File: config.mk
export PLATFORM = sky130hd
export DESIGN_NAME = pointer_event_tracker
export DESIGN_NICKNAME = d
export VERILOG_FILES = /design/src/rtl/core/pet_pkg.sv /design/src/rtl/core/pointer_event_tracker.sv /design/src/rtl/core/pet_axis.sv /design/src/rtl/core/pet_core.sv
export SDC_FILE = /design/constraint.sdc
export NUM_CORES = 2
export LEC_CHECK = 0
export ABC_CLOCK_PERIOD_IN_PS = 8900
export BUFFER_PORTS_ARGS = -buffer_cell sky130_fd_sc_hd__buf_2
export CAP_MARGIN = 0
export CELL_PAD_IN_SITES_DETAIL_PLACEMENT = 0
export CELL_PAD_IN_SITES_GLOBAL_PLACEMENT = 2
export CORE_ASPECT_RATIO = 1.5
export CORE_UTILIZATION = 40
export CTS_CLUSTER_SIZE = 25
export DETAILED_ROUTE_END_ITERATION = 8
export GPL_ROUTABILITY_DRIVEN = 0
export GPL_TIMING_DRIVEN = 0
export PLACE_DENSITY = 0.8
export SYNTH_ARGS = -nofsm -noshare
export SYNTH_HDL_FRONTEND = slang
export SYNTH_SLANG_ARGS = --single-unit
File: constraint.sdc
create_clock -name clk -period 8.9 [get_ports clk]
set_input_delay 0.89 -clock clk [delete_from_list [all_inputs] [get_ports clk]]
set_output_delay 0.89 -clock clk [all_outputs]
set_load 0.02 [all_outputs]
File: src/rtl/core/pet_pkg.sv
// Types, codes and reset values shared by the pointer event tracker.
`timescale 1ns / 1ps
package pet_pkg;

  // Fixed field widths.
  localparam int POS_W   = 12;
  localparam int DIM_W   = 13;
  localparam int CFG_IDX_W  = 3;
  localparam int CFG_DATA_W = 16;

  // Event classes.
  localparam logic [4:0] EV_BUTTON = 5'd1;
  localparam logic [4:0] EV_MOTION = 5'd2;

  // Axis and button codes.
  localparam logic [9:0] CODE_X      = 10'd0;
  localparam logic [9:0] CODE_Y      = 10'd1;
  localparam logic [9:0] CODE_WHEEL  = 10'd8;
  localparam logic [9:0] CODE_LEFT   = 10'd272;
  localparam logic [9:0] CODE_RIGHT  = 10'd273;
  localparam logic [9:0] CODE_MIDDLE = 10'd274;

  // Rotation codes that invert an axis.
  localparam logic [1:0] ROT_INV_X = 2'd1;
  localparam logic [1:0] ROT_INV_Y = 2'd3;

  // Configuration register indexes.
  typedef enum logic [CFG_IDX_W-1:0] {
    REG_SCREEN_WIDTH    = 3'd0,
    REG_SCREEN_HEIGHT   = 3'd1,
    REG_ROTATION        = 3'd2,
    REG_WHEEL_STEP      = 3'd3,
    REG_DOUBLE_CLICK_MS = 3'd4
  } cfg_reg_t;

  // Register reset values.
  localparam logic [DIM_W-1:0] RST_SCREEN_WIDTH    = 13'd800;
  localparam logic [DIM_W-1:0] RST_SCREEN_HEIGHT   = 13'd480;
  localparam logic [1:0]       RST_ROTATION        = 2'd0;
  localparam logic [15:0]      RST_WHEEL_STEP      = 16'd1;
  localparam logic [15:0]      RST_DOUBLE_CLICK_MS = 16'd300;

  typedef struct packed {
    logic [4:0]         event_type;
    logic [9:0]         event_code;
    logic signed [31:0] event_value;
    logic [31:0]        time_ms;
  } event_t;

  typedef struct packed {
    logic [POS_W-1:0]   pos_x;
    logic [POS_W-1:0]   pos_y;
    logic               pressed;
    logic               button_id;
    logic               double_click;
    logic               activity;
    logic signed [31:0] wheel_turn;
    logic signed [47:0] tune_delta;
    logic               step_change_req;
  } result_t;

  typedef struct packed {
    logic [DIM_W-1:0] screen_width;
    logic [DIM_W-1:0] screen_height;
    logic [1:0]       rotation;
    logic [15:0]      wheel_step;
    logic [15:0]      double_click_ms;
  } cfg_t;

endpackage

File: src/rtl/core/pointer_event_tracker.sv
// Pointer event tracker top level: event register, result register, settings.
//
// Channels: evt carries one input event per beat (valid/stall), res carries
// one result per event (valid/stall), cfg writes one setting per beat
// (valid/ready, always ready) by index: 0 screen_width, 1 screen_height,
// 2 rotation, 3 wheel_step, 4 double_click_ms.
// An accepted event waits in the event register and moves into the result
// register once that register is free or draining.
// Throughput: one event per cycle unless res stalls; the single pass through
// the axis adders, clamps, gap compare and 17x32 wheel multiplier sets it.
// A held result does not stop intake: the event register still takes one
// more event, and evt stalls only while both registers are full and res
// is stalled.
// Reset: settings return to 800x480, rotation 0, step 1, 300 ms; cursor,
// buttons and the click detector clear; both registers empty. The user must
// write settings only while no event is in flight; it is not enforced.
`timescale 1ns / 1ps
module pointer_event_tracker #(
  parameter int COORD_BITS = 12
) (
  input  logic                         clk,
  input  logic                         rst,
  input  logic                         evt_valid,
  output logic                         evt_stall,
  input  pet_pkg::event_t              evt,
  output logic                         res_valid,
  input  logic                         res_stall,
  output pet_pkg::result_t             res,
  input  logic                         cfg_valid,
  output logic                         cfg_ready,
  input  logic [pet_pkg::CFG_IDX_W-1:0]  cfg_index,
  input  logic [pet_pkg::CFG_DATA_W-1:0] cfg_data
);
  import pet_pkg::*;

  cfg_t    cfg;
  event_t  evt_q;
  logic    evt_q_valid;
  logic    advance;
  result_t res_comb;

  // Move the held event on when the result register is free or draining
  assign advance   = evt_q_valid && (!res_valid || !res_stall);
  assign evt_stall = evt_q_valid && !advance;
  assign cfg_ready = 1'b1;

  // Settings registers
  always_ff @(posedge clk) begin
    if (rst) begin
      cfg.screen_width    <= RST_SCREEN_WIDTH;
      cfg.screen_height   <= RST_SCREEN_HEIGHT;
      cfg.rotation        <= RST_ROTATION;
      cfg.wheel_step      <= RST_WHEEL_STEP;
      cfg.double_click_ms <= RST_DOUBLE_CLICK_MS;
    end else if (cfg_valid && cfg_ready) begin
      unique case (cfg_index)
        REG_SCREEN_WIDTH:    cfg.screen_width    <= cfg_data[DIM_W-1:0];
        REG_SCREEN_HEIGHT:   cfg.screen_height   <= cfg_data[DIM_W-1:0];
        REG_ROTATION:        cfg.rotation        <= cfg_data[1:0];
        REG_WHEEL_STEP:      cfg.wheel_step      <= cfg_data;
        REG_DOUBLE_CLICK_MS: cfg.double_click_ms <= cfg_data;
        default: begin
        end
      endcase
    end
  end

  // Event register
  always_ff @(posedge clk) begin
    if (rst) begin
      evt_q_valid <= 1'b0;
    end else if (evt_valid && !evt_stall) begin
      evt_q_valid <= 1'b1;
    end else if (advance) begin
      evt_q_valid <= 1'b0;
    end
  end

  always_ff @(posedge clk) begin
    if (evt_valid && !evt_stall) begin
      evt_q <= evt;
    end
  end

  pet_core #(.COORD_BITS(COORD_BITS)) u_core (
    .clk  (clk),
    .rst  (rst),
    .fire (advance),
    .evt  (evt_q),
    .cfg  (cfg),
    .res  (res_comb)
  );

  // Result register: load on advance, drop once taken
  always_ff @(posedge clk) begin
    if (rst) begin
      res_valid <= 1'b0;
    end else if (advance) begin
      res_valid <= 1'b1;
    end else if (!res_stall) begin
      res_valid <= 1'b0;
    end
  end

  always_ff @(posedge clk) begin
    if (advance) begin
      res <= res_comb;
    end
  end

endmodule

File: src/rtl/core/pet_axis.sv
// One cursor axis: add the signed delta and clamp to the screen dimension.
`timescale 1ns / 1ps
module pet_axis #(
  parameter int COORD_BITS = 12
) (
  input  logic [COORD_BITS-1:0]  pos,
  input  logic signed [31:0]     delta,
  input  logic                   invert,
  input  logic [pet_pkg::DIM_W-1:0] dim,
  output logic [COORD_BITS-1:0]  pos_next
);
  import pet_pkg::*;

  localparam int SumW = (COORD_BITS > 32 ? COORD_BITS : 32) + 2;
  localparam int DimW = (COORD_BITS + 1 > DIM_W ? COORD_BITS + 1 : DIM_W);
  localparam logic [DimW-1:0] MaxDim = DimW'(1) << COORD_BITS;

  logic [DimW-1:0]       dim_ext;
  logic [DimW-1:0]       lim_wide;
  logic [COORD_BITS:0]   lim;
  logic signed [SumW-1:0] pos_s;
  logic signed [SumW-1:0] delta_s;
  logic signed [SumW-1:0] sum;
  logic signed [SumW-1:0] lim_s;

  // Bound the dimension to 1 .. 2^COORD_BITS
  always_comb begin
    dim_ext = DimW'(dim);
    if (dim_ext == '0) begin
      lim_wide = DimW'(1);
    end else if (dim_ext > MaxDim) begin
      lim_wide = MaxDim;
    end else begin
      lim_wide = dim_ext;
    end
    lim = lim_wide[COORD_BITS:0];
  end

  // Exact sum, then clamp high first and low second
  always_comb begin
    pos_s   = $signed(SumW'(pos));
    delta_s = SumW'(delta);
    sum     = invert ? (pos_s - delta_s) : (pos_s + delta_s);
    lim_s   = $signed(SumW'(lim));
    if (sum >= lim_s) begin
      pos_next = COORD_BITS'(lim - 1'b1);
    end else if (sum < 0) begin
      pos_next = '0;
    end else begin
      pos_next = sum[COORD_BITS-1:0];
    end
  end

endmodule

File: src/rtl/core/pet_core.sv
// Event decode, cursor, button and double-click state: one event a cycle on fire.
`timescale 1ns / 1ps
module pet_core #(
  parameter int COORD_BITS = 12
) (
  input  logic             clk,
  input  logic             rst,
  input  logic             fire,
  input  pet_pkg::event_t  evt,
  input  pet_pkg::cfg_t    cfg,
  output pet_pkg::result_t res
);
  import pet_pkg::*;

  logic [COORD_BITS-1:0] cursor_x, cursor_x_next;
  logic [COORD_BITS-1:0] cursor_y, cursor_y_next;
  logic                  press_level, press_level_next;
  logic                  last_button, last_button_next;
  logic [1:0]            click_counter, click_counter_next;
  logic [31:0]           prev_press_time, prev_press_time_next;
  logic                  double_flag, double_flag_next;

  logic                  rot;
  logic [9:0]            code_x;
  logic [9:0]            code_y;
  logic [DIM_W-1:0]      dim_x;
  logic [DIM_W-1:0]      dim_y;
  logic [COORD_BITS-1:0] moved_x;
  logic [COORD_BITS-1:0] moved_y;
  logic signed [48:0]    prod;
  logic [31:0]           gap;
  logic                  gap_ok;
  logic [1:0]            count_inc;
  logic                  level_ok;
  logic                  lvl;

  // Swap axes and dimensions under rotation
  always_comb begin
    rot    = cfg.rotation != 2'd0;
    code_x = rot ? CODE_Y : CODE_X;
    code_y = rot ? CODE_X : CODE_Y;
    dim_x  = rot ? cfg.screen_height : cfg.screen_width;
    dim_y  = rot ? cfg.screen_width : cfg.screen_height;
  end

  pet_axis #(.COORD_BITS(COORD_BITS)) u_axis_x (
    .pos      (cursor_x),
    .delta    (evt.event_value),
    .invert   (cfg.rotation == ROT_INV_X),
    .dim      (dim_x),
    .pos_next (moved_x)
  );

  pet_axis #(.COORD_BITS(COORD_BITS)) u_axis_y (
    .pos      (cursor_y),
    .delta    (evt.event_value),
    .invert   (cfg.rotation == ROT_INV_Y),
    .dim      (dim_y),
    .pos_next (moved_y)
  );

  // Wheel scaling: unsigned step times signed value
  assign prod = $signed({1'b0, cfg.wheel_step}) * $signed(evt.event_value);

  // Double-click gap, modulo 2^32
  assign gap       = evt.time_ms - prev_press_time;
  assign gap_ok    = gap < {16'd0, cfg.double_click_ms};
  assign count_inc = click_counter + 2'd1;
  assign level_ok  = (evt.event_value == 32'sd0) || (evt.event_value == 32'sd1);
  assign lvl       = evt.event_value[0];

  // Decode the event and form next state and result
  always_comb begin
    cursor_x_next        = cursor_x;
    cursor_y_next        = cursor_y;
    press_level_next     = press_level;
    last_button_next     = last_button;
    click_counter_next   = click_counter;
    prev_press_time_next = prev_press_time;
    double_flag_next     = double_flag;
    res.activity         = 1'b0;
    res.step_change_req  = 1'b0;
    res.wheel_turn       = '0;
    res.tune_delta       = '0;

    if (evt.event_type == EV_MOTION) begin
      if (evt.event_code == CODE_WHEEL) begin
        res.wheel_turn = evt.event_value;
        res.tune_delta = prod[47:0];
      end else if (evt.event_code == code_x) begin
        cursor_x_next = moved_x;
        res.activity  = 1'b1;
      end else if (evt.event_code == code_y) begin
        cursor_y_next = moved_y;
        res.activity  = 1'b1;
      end
    end else if (evt.event_type == EV_BUTTON && level_ok) begin
      if (evt.event_code == CODE_MIDDLE) begin
        res.step_change_req = lvl;
      end else if (evt.event_code == CODE_RIGHT) begin
        press_level_next = lvl;
        last_button_next = 1'b1;
        res.activity     = 1'b1;
      end else if (evt.event_code == CODE_LEFT) begin
        press_level_next = lvl;
        last_button_next = 1'b0;
        res.activity     = 1'b1;
        if (lvl) begin
          if (gap_ok) begin
            if (count_inc == 2'd2) begin
              click_counter_next = 2'd0;
              double_flag_next   = 1'b1;
            end else begin
              click_counter_next = count_inc;
            end
          end else begin
            click_counter_next = 2'd1;
            double_flag_next   = 1'b0;
          end
          prev_press_time_next = evt.time_ms;
        end
      end
    end

    res.pos_x        = POS_W'(cursor_x_next);
    res.pos_y        = POS_W'(cursor_y_next);
    res.pressed      = press_level_next;
    res.button_id    = last_button_next;
    res.double_click = double_flag_next;
  end

  // Commit state when the event moves to the result register
  always_ff @(posedge clk) begin
    if (rst) begin
      cursor_x        <= '0;
      cursor_y        <= '0;
      press_level     <= 1'b0;
      last_button     <= 1'b0;
      click_counter   <= 2'd0;
      prev_press_time <= 32'd0;
      double_flag     <= 1'b0;
    end else if (fire) begin
      cursor_x        <= cursor_x_next;
      cursor_y        <= cursor_y_next;
      press_level     <= press_level_next;
      last_button     <= last_button_next;
      click_counter   <= click_counter_next;
      prev_press_time <= prev_press_time_next;
      double_flag     <= double_flag_next;
    end
  end

endmodule

# Word-level counts from Yosys, hierarchy flattened
# Index checks and enable logic that the tools add are counted.
# totals
register_bits	311
in_bits	103
out_inout_bits	112
elab_cells	141
# classes
n_addsub	8
multipliers	1
magnitude_cmp	7
n_eq_ne	17
n_mux	53
bitwise	4
n_reduce_logical	24
# op_table
operator	count
$mux W12	11
$mux W13	6
$ge A34 B14 Y1	2
$lt A34 B1 Y1 const B	2
$mux W34	2
$add A13 B32 Y33	2
$sub A13 B32 Y33	2
$mul A17 B32 Y48	1
$eq A32 B2 Y1 const B	1
$logic_not A32 Y1	1
$lt A32 B16 Y1	1
$mux W1	32
$sub A32 B32 Y32	1
$eq A10 B9 Y1 const B	3
$gt A13 B13 Y1 const B	2
$logic_not A13 Y1	2
$sub A12 B1 Y12 const B	2
$eq A10 B10 Y1	2
$reduce_and A2 Y1	6
$eq A10 B4 Y1 const B	1
$reduce_and A7 Y1	1
$eq A3 B2 Y1 const B	2
$eq A5 B1 Y1 const B	1
$eq A5 B2 Y1 const B	1
other kinds (14)	27

# Logic depth before layout (Yosys ltp)
# logic_depth
depth_word	11
mapped_depth	29
depth_no_buf	26

# Hierarchy
# Synthesis repeated with hierarchy kept, for this count alone.
# unflattened
hier_cells	4057
area_unflattened_um2	37489.7
# by_module_without_submodules
mod	n_inst	cells_per_inst	area_each_um2	seq_area_each_um2
pet_core	1	2800	23413.7	1221.2
pointer_event_tracker	1	428	8170.3	6886.6
pet_axis (u_core.u_axis_y)	1	434	3059.2	0.0
pet_axis (u_core.u_axis_x)	1	395	2846.5	0.0

# Worst setup path after synthesis
# OpenSTA, ideal clock, no wires.
# synth_timing
kind	register to register
start	register evt_q[53] (netlist name)
end	register res[48] (netlist name) (data pin)
setup_time_ns	0.266
arrival_time_ns	6.849
t_required_ns	8.634
slack_ns	1.785
stages_incl_launch_ff	27
path_buffers	3
period_less_slack_ns	7.115
cell_sequence	edfxtp_1 clkbuf_1 clkbuf_1 clkbuf_1 nand2_1 fa_1 fa_1 fa_1 inv_1 fa_1 fa_1 inv_1 fa_1 inv_1 ha_1 and2_1 and3_1 a221oi_1 o21ai_0 a211oi_1 a21oi_1 o21a_1 o31ai_1 nand2b_1 a31oi_1 xnor2_1 nor2_1
# synth_between
elab_chain_len	1
# synth_rtl
element	line_no	source
start: declaration	pointer_event_tracker.sv:37	event_t evt_q;
start signal: assignment	pointer_event_tracker.sv:81	evt_q <= evt;
$mul A17 B32 Y48	pet_core.sv:63	assign prod = $signed({1'b0, cfg.wheel_step}) * $signed(evt.event_value);
end signal: assignment	pointer_event_tracker.sv:107	res <= res_comb;
end: declaration	pointer_event_tracker.sv:28	output pet_pkg::result_t res,
# Every way passes these cells.
# A chain may end at the register's enable or synchronous reset.

# Final worst setup path
# layout_timing
start	register, netlist name cfg[26]
end	register res[48] (netlist name) (data pin)
# layout_between
elab_chain_len	1
# layout_rtl
element	line_no
$mul A17 B32 Y48	pet_core.sv:63
# Every way passes these cells.

==> results_dict.tcl <==
set metrics [dict create \
    reg2reg_depth 25 \
    gr-total-overflow 0 \
    placed_area_um2 39600 \
    layout-drive-gt1-share 0.0842 \
    min_period_ns 8.58 \
    pin_count 215 \
    cts_tree "done" \
    yosys_warnings 0 \
    status "finished clean" \
    path_class "register to register" \
    synth_edf_count 188 \
    skew_ns 0.0533 \
    avgViaCountPerCell 5.22 \
    path_clk_slew_ns 0.07 \
    fin_nets 5235 \
    areaGrowthSynthToFinish_pct 10.4 \
    vdd_drop_max_v 0.000158 \
    cts_buffers 35 \
    dp_cells 5581 \
    grt_max_degree 65 \
    worst_path_most_repeated_cell "fa_1" \
    cp_max_fo 10 \
    initial_core_util 0.404 \
    cts.sinks 311 \
    hold_viol_final 0 \
    synth_seq_cells 311 \
    startpoint_type "register" \
    fin_area_um2 40800 \
    grt_first_pass_wirelength_mm 187 \
    synthDominantCellAreaShare 0.264 \
    cts_hold_buf 0 \
    crit_arrival_ns 8.89 \
    crit_required_ns 9.21 \
    clockBufferDepth 3 \
    r2r_start "cfg[26]$_SDFFE_PP0P_" \
    holdCritStartpoint "cfg[4]$_SDFFE_PP0P_" \
    slew_headroom 0.210 \
    synth_top_flop_cell "edfxtp_1" \
    post-route-worst-setup-slack_ns 0.320 \
    syn_area_um2 37000 \
    grt_antenna_before_repair 6 \
    ys_top_cells_by_count "inv_1 (705), nand2_1 (627), fa_1 (487), nor2_1 (257), and2_1 (232)" \
    drtAntennaViolNets 0 \
    yosysTopAreaCell "fa_1" \
    rows 136 \
    synth_area_leaders "fa_1 (26%), edfxtp_1 (15%), ha_1 (7.3%)" \
    synth_cells 4192 \
    ys_seq_area_frac 0.219 \
    syn_area_per_cell_um2 8.82 \
    crit_path_end_kind "register" \
    drt_iter0_drc 1598 \
    r2r_setup_slack_ns 0.32 \
    cpPeakStageDelay_ns 0.68 \
    syn-num-nets 4997 \
    fmax_ghz 0.117 \
    async_flop_share 0 \
    grtUsageTotal 0.264 \
    drt_wl_total_mm 121 \
    wire_per_inst_um 21.4 \
    min_path_cells 2 \
    p_per_area_nw_per_um2 111 \
    fin_crit_sh 0.964 \
    drc 0 \
    worst_slew_pin_slew_ns 1.19 \
    maxCapViolations 0 \
    hold_ws_ns 0.462 \
    vias 29400 \
    place_ws_ns -1.00 \
    layoutNonFillerInstCount 5629 \
    insertion_delay_ns 0.63 \
    rsz0062_at_grt "yes" \
    synth.most_common_cell "inv_1" \
    first_pass_iters 5 \
    dp_hpwl_mm 99.4 \
    io_buffers 212 \
    dieArea_um2 93600 \
    timing.rr.end "res[48]$_SDFFCE_PN0P_" \
    n_antenna_cell 0 \
    hold_end "cfg[4]$_SDFFE_PP0P_" \
    slew_violations 0 \
    fp.coreArea_um2 91500 \
    setup_viol 0 \
    synth_cell_types 92 \
    fp.dieW_um 250 \
    hp-class "register to register" \
    critPathSlowestCell "dfxtp_1" \
    root_buffer "clkbuf_16" \
    p_leak_nw 18.2 \
    cts_htree_levels 2 \
    grt_pass1_vias 31200 \
    die_y_um 374 \
]
cells in the final DEF (no fill, tap or decap), drive strengths merged, types with 18 or more instances in the layout:
| cell | n |
|---|---|
| o21a | 19 |
| buf | 236 |
| nand2 | 627 |
| nor2b | 39 |
| nor3 | 63 |
| inv | 710 |
| xnor2 | 125 |
| nand2b | 38 |
| ha | 215 |
| a211oi | 42 |
| fa | 487 |
| dfxtp | 123 |
| edfxtp | 188 |
| nand4 | 33 |
| a21oi | 170 |
| nor2 | 257 |
| clkbuf | 214 |
| o21ai | 111 |
| xor2 | 49 |
| nand3 | 38 |
| mux2i | 77 |
| and2 | 232 |
| nand3b | 18 |
| a21o | 51 |
| nor4 | 33 |
| a31oi | 20 |
| and3 | 20 |
state kept, by name, summed over array words and instances (netlist names), 2 cells and up:
register / flops
u_core.click_counter: 2
cfg: 60
u_core.prev_press_time: 32
u_core.cursor_y: 12
evt_q: 79
res: 109
u_core.cursor_x: 12
final cells by class:
class	instances	area [um^2]
sequential	311	8110
clock inverter	21	268
clock buffer	42	912
inverter	706	2660
buffer	191	802
timing repair buffer	217	1150
fill	9279	50800
multi-input combinational	2968	25400
tap	1173	1470
layer usage:
metal,share of wire,vias up,GRT usage
met5,0,-,0
met4,0.053,0,0.124
met3,0.037,222,0.0248
met2,0.51,718,0.479
met1,0.40,14500,0.312
li1,-,13900,-
worst max-delay path: cells and delay by family, from the launching register on:
family	cells	cell delay [ns]
AO/OA/AOI/OAI	9	2.39
XOR/XNOR	1	0.26
adder cells (fa/ha/maj)	7	3.55
buffers and inverters	5	1.02
flip-flops	1	0.68
AND/OR/NAND/NOR	3	0.38
kinds of logic (layout without fill, tap and decap cells):
group,count (synthesis),after routing,share of synthesized area
AND/OR/NAND/NOR,1475,1475,0.194
buffers and inverters,913,1177,0.0936
adder cells (fa/ha/maj),702,702,0.337
AO/OA/AOI/OAI,538,538,0.0937
flip-flops,311,311,0.219
XOR/XNOR,174,174,0.0412
multiplexers,78,78,0.0212
other,1,1,0.000101
timing repair:
action | in CTS | in global routing
pin swaps | 1 | 2
setup buffers | 0 | 1
endpoints found under the setup margin | 8 | 15
gates resized for setup | 26 | 34
how the worst max path moves through the flow:
stage | depth (start not counted) | end | from | slack [ns]
6_report | 25 | res[48]$_SDFFCE_PN0P_ | cfg[26]$_SDFFE_PP0P_ | 0.32
5_1_grt | 25 | res[48]$_SDFFCE_PN0P_ | cfg[20]$_SDFFE_PP0P_ | -0.06
4_1_cts | 26 | res[48]$_SDFFCE_PN0P_ | evt_q[52]$_DFFE_PP_ | 0.008
3_5_place_dp | 26 | res[48]$_SDFFCE_PN0P_ | evt_q[49]$_DFFE_PP_ | -1.00
3_3_place_gp | 26 | res[48]$_SDFFCE_PN0P_ | evt_q[49]$_DFFE_PP_ | -1.02
2_1_floorplan | 26 | res[48]$_SDFFCE_PN0P_ | evt_q[53]$_DFFE_PP_ | 1.78
power breakdown:
| part | switching (mW) | internal (mW) |
|---|---|---|
| clock network | 0.688 | 0.863 |
| registers | 0.0457 | 1.58 |
| logic | 0.852 | 0.498 |
stage by stage:
step / util / setup TNS (ns) / power [mW]
finish: 0.446 / 0 / 4.52
global route: 0.446 / -0.0630 / 4.79
CTS: 0.445 / 0 / 4.59
detailed placement: 0.432 / -3.35 / 3.01
global placement: 0.431 / -3.70 / 3.01
floorplan: - / 0 / 2.58
Note: power is estimated with default switching activity, not from simulation.
